<file path="config.mk">
export PLATFORM = sky130hd
export DESIGN_NAME = gmdf_cell
export DESIGN_NICKNAME = d
export VERILOG_FILES = /design/src/hdl/gmdf_pkg.sv /design/src/hdl/gmdf_cell.sv
export SDC_FILE = /design/constraint.sdc
export NUM_CORES = 2
export LEC_CHECK = 0
export ABC_AREA = 1
export BUFFER_PORTS_ARGS = -buffer_cell sky130_fd_sc_hd__buf_2
export CAP_MARGIN = 0
export CORE_MARGIN = 2
export CORE_UTILIZATION = 55
export DETAILED_ROUTE_END_ITERATION = 8
export HOLD_SLACK_MARGIN = 0.03
export PLACE_DENSITY_LB_ADDON = 0.1
export RECOVER_POWER = 50
export SKIP_CTS_REPAIR_TIMING = 1
export SLEW_MARGIN = 10
export SYNTH_ARGS = -nofsm -noshare
export SYNTH_HDL_FRONTEND = slang
export SYNTH_SLANG_ARGS = --single-unit
</file>
<file path="constraint.sdc">
create_clock -name clock -period 46.6 [get_ports clock]
set_input_delay 4.66 -clock clock [delete_from_list [all_inputs] [get_ports clock]]
set_output_delay 4.66 -clock clock [all_outputs]
set_load 0.1 [all_outputs]
</file>
<file path="src/hdl/gmdf_pkg.sv">
// Shared types and constants for the greedy minimum-distance filter.
// Used by gmdf_cell and greedy_min_distance_filter; no dependencies.
`timescale 1ns / 1ps

package gmdf_pkg;

   // Field widths fixed by the interface
   localparam int COORD_W = 24;                 // signed coordinate, 8 fraction bits
   localparam int DIST_W  = 23;                 // unsigned threshold, 8 fraction bits
   localparam int INDEX_W = 20;                 // output index
   localparam int ABS_W   = COORD_W + 1;        // |a - b| needs one more bit
   localparam int SQ_W    = 2 * COORD_W + 1;    // (2^24)^2 = 2^48
   localparam int SUM_W   = SQ_W + 1;           // sum of three squares
   localparam int MD2_W   = 2 * DIST_W;         // squared threshold

   typedef logic signed [COORD_W-1:0] coord_type;

   // One input item
   typedef struct packed {
      logic               first_of_set;
      coord_type          point_x;
      coord_type          point_y;
      coord_type          point_z;
      logic [INDEX_W-1:0] out_index;
   } req_type;

   // One result item
   typedef struct packed {
      logic [INDEX_W-1:0] result_index;
      logic               keep;
      logic               store_overflow;
   } rsp_type;

   // Candidate point travelling down the chain of cells
   typedef struct packed {
      logic               active;   // slot holds a candidate
      logic               first;    // candidate opens a new set
      logic               placed;   // already written into a cell
      logic               hit;      // a kept point lies too close
      coord_type          point_x;
      coord_type          point_y;
      coord_type          point_z;
      logic [INDEX_W-1:0] index;
   } token_type;

endpackage

</file>
<file path="src/hdl/gmdf_cell.sv">
// One cell of the kept-point chain: holds one kept point and tests the
// passing candidate against it over two register stages. Uses gmdf_pkg.
`timescale 1ns / 1ps

module gmdf_cell
   import gmdf_pkg::*;
(
   input  logic             clock,
   input  logic             reset,
   input  logic             advance,
   input  logic [MD2_W-1:0] md2,
   input  token_type        tok_in,
   output token_type        tok_out
);

   // Stored kept point and its occupancy flag
   coord_type  entry_x_ff, entry_y_ff, entry_z_ff;
   logic       valid_ff, valid_in;

   // Stage A: squared per-axis distances
   token_type        a_tok_ff;
   logic             a_valid_ff;
   logic [SQ_W-1:0]  sq_x_ff, sq_y_ff, sq_z_ff;
   logic [SQ_W-1:0]  sq_x_in, sq_y_in, sq_z_in;

   // Stage B: decision
   token_type        b_tok_ff, b_tok_in;
   logic             place;
   logic             clear;

   logic [ABS_W-1:0]   dx, dy, dz;
   logic [ABS_W-1:0]   ax, ay, az;
   logic [2*ABS_W-1:0] px, py, pz;
   logic [SUM_W-1:0]   dist2;
   logic               near;

   // Absolute differences and squares against the stored point
   always_comb begin
      dx = {tok_in.point_x[COORD_W-1], tok_in.point_x} - {entry_x_ff[COORD_W-1], entry_x_ff};
      dy = {tok_in.point_y[COORD_W-1], tok_in.point_y} - {entry_y_ff[COORD_W-1], entry_y_ff};
      dz = {tok_in.point_z[COORD_W-1], tok_in.point_z} - {entry_z_ff[COORD_W-1], entry_z_ff};
      ax = dx[ABS_W-1] ? (~dx + 1'b1) : dx;
      ay = dy[ABS_W-1] ? (~dy + 1'b1) : dy;
      az = dz[ABS_W-1] ? (~dz + 1'b1) : dz;
      px = ax * ax;
      py = ay * ay;
      pz = az * az;
      sq_x_in = px[SQ_W-1:0];
      sq_y_in = py[SQ_W-1:0];
      sq_z_in = pz[SQ_W-1:0];
   end

   // Sum of squares against the squared threshold, strictly less
   always_comb begin
      dist2 = SUM_W'(sq_x_ff) + SUM_W'(sq_y_ff) + SUM_W'(sq_z_ff);
      near  = dist2 < SUM_W'(md2);
   end

   // Decide: compare, claim the first empty cell, or clear for a new set
   always_comb begin
      b_tok_in = a_tok_ff;
      place    = 1'b0;
      clear    = 1'b0;
      if (a_tok_ff.active) begin
         if (a_tok_ff.first) begin
            // new set: take the head cell, empty every cell after it
            if (!a_tok_ff.placed) begin
               place = 1'b1;
            end else begin
               clear = 1'b1;
            end
         end else if (a_valid_ff) begin
            if (near && !a_tok_ff.placed) begin
               b_tok_in.hit = 1'b1;
            end
         end else if (!a_tok_ff.hit && !a_tok_ff.placed) begin
            place = 1'b1;
         end
      end
      if (place) begin
         b_tok_in.placed = 1'b1;
      end
      valid_in = place ? 1'b1 : (clear ? 1'b0 : valid_ff);
   end

   // Stage registers and stored point; only the slot flags are reset
   always_ff @(posedge clock) begin
      if (reset) begin
         valid_ff        <= 1'b0;
         a_tok_ff.active <= 1'b0;
         b_tok_ff.active <= 1'b0;
      end else if (advance) begin
         valid_ff   <= valid_in;
         a_tok_ff   <= tok_in;
         a_valid_ff <= valid_ff;
         sq_x_ff    <= sq_x_in;
         sq_y_ff    <= sq_y_in;
         sq_z_ff    <= sq_z_in;
         b_tok_ff   <= b_tok_in;
         if (place) begin
            entry_x_ff <= a_tok_ff.point_x;
            entry_y_ff <= a_tok_ff.point_y;
            entry_z_ff <= a_tok_ff.point_z;
         end
      end
   end

   assign tok_out = b_tok_ff;

endmodule

</file>
==> impl_metrics.toml <==
[outcome]
status = "finished, violations left"
violations = "max-capacitance violations, max-slew violations"

[routing]
drt_pass1_iterations = 6
drt_iter0_drc = 3832
wl_per_cell_um = 19.7
drc = 0
routed_wl_um = 210000
antenna_left = 0
vias = 56568
viasPerCell = 5.32

[final_layout]
drive_gt1_frac = 0.0497
nets = 11091
multiInputGateArea_sq_um = 54400
final_cell_area_sq_um = 81000
final_cells = 10634
n_fill_cell = 12469
ff_latch_area_sq_um = 12300
area_delta_synth_final_pct = 6.49
final_common_cell = "inv_1"
mostFrequentLayoutCells = "2326 x inv_1, 1457 x fa_1, 1179 x nand2_1"

[critical_path]
cpMaxStageDelayCell = "clkbuf_1"
critPathArrivalTime_ps = 15640
crit_path_start_kind = "input pin"
crit_family = "adder cells"
crit_path_end_kind = "flop"
critical_path.most_common_cell = "inv_1"
reg2reg_depth = 36
path_max_fanout = 26
path_depth = 38
path_buf_inv = 10
worst_ep_required_time_ps = 47000
cp_slowest_stage_delay_ps = 1200
r2r_setup_slack_ps = 35070
worstSetupPathType = "in2reg"

[grt]
grt_usage = 0.307
grt_start_max_net_pins = 74
grt_overflow = 0
grt_pass1_wl_um = 333000
antenna_found_initial = 9
grt_pass1_vias = 60697

[synthesis]
ys_ff_latch = 410
synthArstFlopShare = 0
synth_edf_count = 407
synth_top_flop_cell = "edfxtp_1"
ys.warnings.count = 0
syn_avg_cell_area_sq_um = 8.93
synth_cell_types = 62
synthCells = 8518
yosysSeqAreaShare = 0.161
synthesis.area_sq_um = 76100

[timing]
worstMarginPinSlew_ps = 4210
drv_slew = 358
fin_setup_tns_ps = 0
period_share = 0.327
fmax_mhz = 65.6
final_hold_viol_count = 0
setup-violations-final = 0
fin_crit_ps = 15230
relSlewSlack = -1.80
finClkSkew_ps = 34.5
rsz0062_at_grt = "no"

[clock_tree]
cts_inserted_buffers = 48
clock_latency_ps = 660
clockBufferDepth = 3
clk_pin_slew_ps = 60
cts_tree = "built"
htreeDepth = 2
cts-root-buf = "clkbuf_16"
clock-sinks = 410

[placed_design]
port_buffers = 240
place_congestion = 0.959
dp_cells = 10538
dp_hpwl_um = 176000
dpl_cell_area_sq_um = 79500

[hold_path]
min_path_type = "reg2reg"
holdPathStages = 0

[floorplanning]
dieWidth_um = 376
dieArea_sq_um = 141000
initial_utilization = 0.554
num_io_pins = 241
core_area_sq_um = 137000
die_y_um = 376
rows = 136

[job]
maxCapViolCount = 7
## cell families after synthesis
group                      share of synthesized area
and+or+nand+nor                                0.133
DFF                                            0.161
AOI/OAI and AO/OA                             0.0531
adders and majority gates                      0.498
xor gates and xnor gates                      0.0281
other                                      0.0000987
buffers and inverters                          0.126
## registers in the layout, indices dropped and copies added, names as in the netlist, 24 cells and up
signal / cells
a_tok_ff: 96
entry_x_ff: 24
entry_y_ff: 24
entry_z_ff: 24
sq_x_ff: 48
sq_y_ff: 48
sq_z_ff: 48
tok_out: 96
## worst reg2reg max path: cells and delay by family, from the launching register on
family,cells,cell delay [ps]
and+or+nand+nor,12,2530
xor gates and xnor gates,1,70
adders and majority gates,9,4290
AOI/OAI and AO/OA,6,1450
DFF,1,390
buffers and inverters,8,2520
## layout make-up
class / count / share of cell area
Clock buffer: 60 / 0.0157
Antenna cell: 6 / 0.000185
Tap cell: 1794 / 0.0277
Clock inverter: 30 / 0.00435
Inverter: 2395 / 0.111
Timing Repair Buffer: 292 / 0.0182
Multi-Input combinational cell: 5647 / 0.671
Sequential cell: 410 / 0.152
## synthesized netlist by cell type (4+ instances only)
library cell / instances / area share
nor4_1: 11 / 0.00090
xor2_1: 130 / 0.015
o21ai_1: 6 / 0.00039
xor2_2: 9 / 0.0019
a21boi_0: 11 / 0.0011
nor3_1: 51 / 0.0034
buf_6: 5 / 0.00074
nand4_1: 64 / 0.0053
and3_1: 4 / 0.00033
a21oi_1: 361 / 0.024
nand2_2: 21 / 0.0017
a21o_1: 21 / 0.0021
nand3b_1: 26 / 0.0026
ha_1: 695 / 0.11
buf_4: 13 / 0.0013
nor2_2: 24 / 0.0020
nand3_1: 196 / 0.013
clkinv_1: 6 / 0.00030
o221ai_1: 7 / 0.00081
nor2_1: 887 / 0.044
and2_1: 4 / 0.00033
nand2_1: 1179 / 0.058
a31oi_1: 42 / 0.0035
o31ai_1: 8 / 0.00079
o21ai_0: 180 / 0.012
inv_1: 2326 / 0.11
inv_2: 63 / 0.0031
buf_2: 74 / 0.0049
o21bai_1: 29 / 0.0029
or2_2: 8 / 0.00066
edfxtp_1: 407 / 0.16
o211ai_1: 9 / 0.00089
fa_1: 1457 / 0.38
xnor2_1: 86 / 0.0099
o21a_1: 21 / 0.0021
clkbuf_1: 29 / 0.0014
a21oi_2: 4 / 0.00046
## path summary, 6_finish.rpt
check / from / end
setup / recovery: tok_in[68] / sq_x_ff[44]
hold reg to reg: a_tok_ff[14] / tok_out[14]
setup reg to reg: entry_x_ff[0] / sq_x_ff[44]
hold / removal: a_tok_ff[14] / tok_out[14]
## stage by stage
stage | utilization | worst slack, ps | hold slack (ps)
finish | 0.589 | 31370 | 419
global route | 0.589 | 30830 | 428
CTS | 0.590 | 32570 | 421
detailed placement | 0.578 | 31870 | 406
global placement | 0.578 | 31950 | 401
floorplan | - | 26970 | 400
## routing by layer
metal	vias up	track usage	share of wire
met5	-	0	0.00022
met4	6	0.0964	0.034
met3	359	0.0430	0.070
met2	1834	0.505	0.47
met1	28246	0.422	0.43
li1	26123	-	-
Power is not shown: default switching activity piles up to over one toggle a cycle in this logic, so the estimate is an artifact.
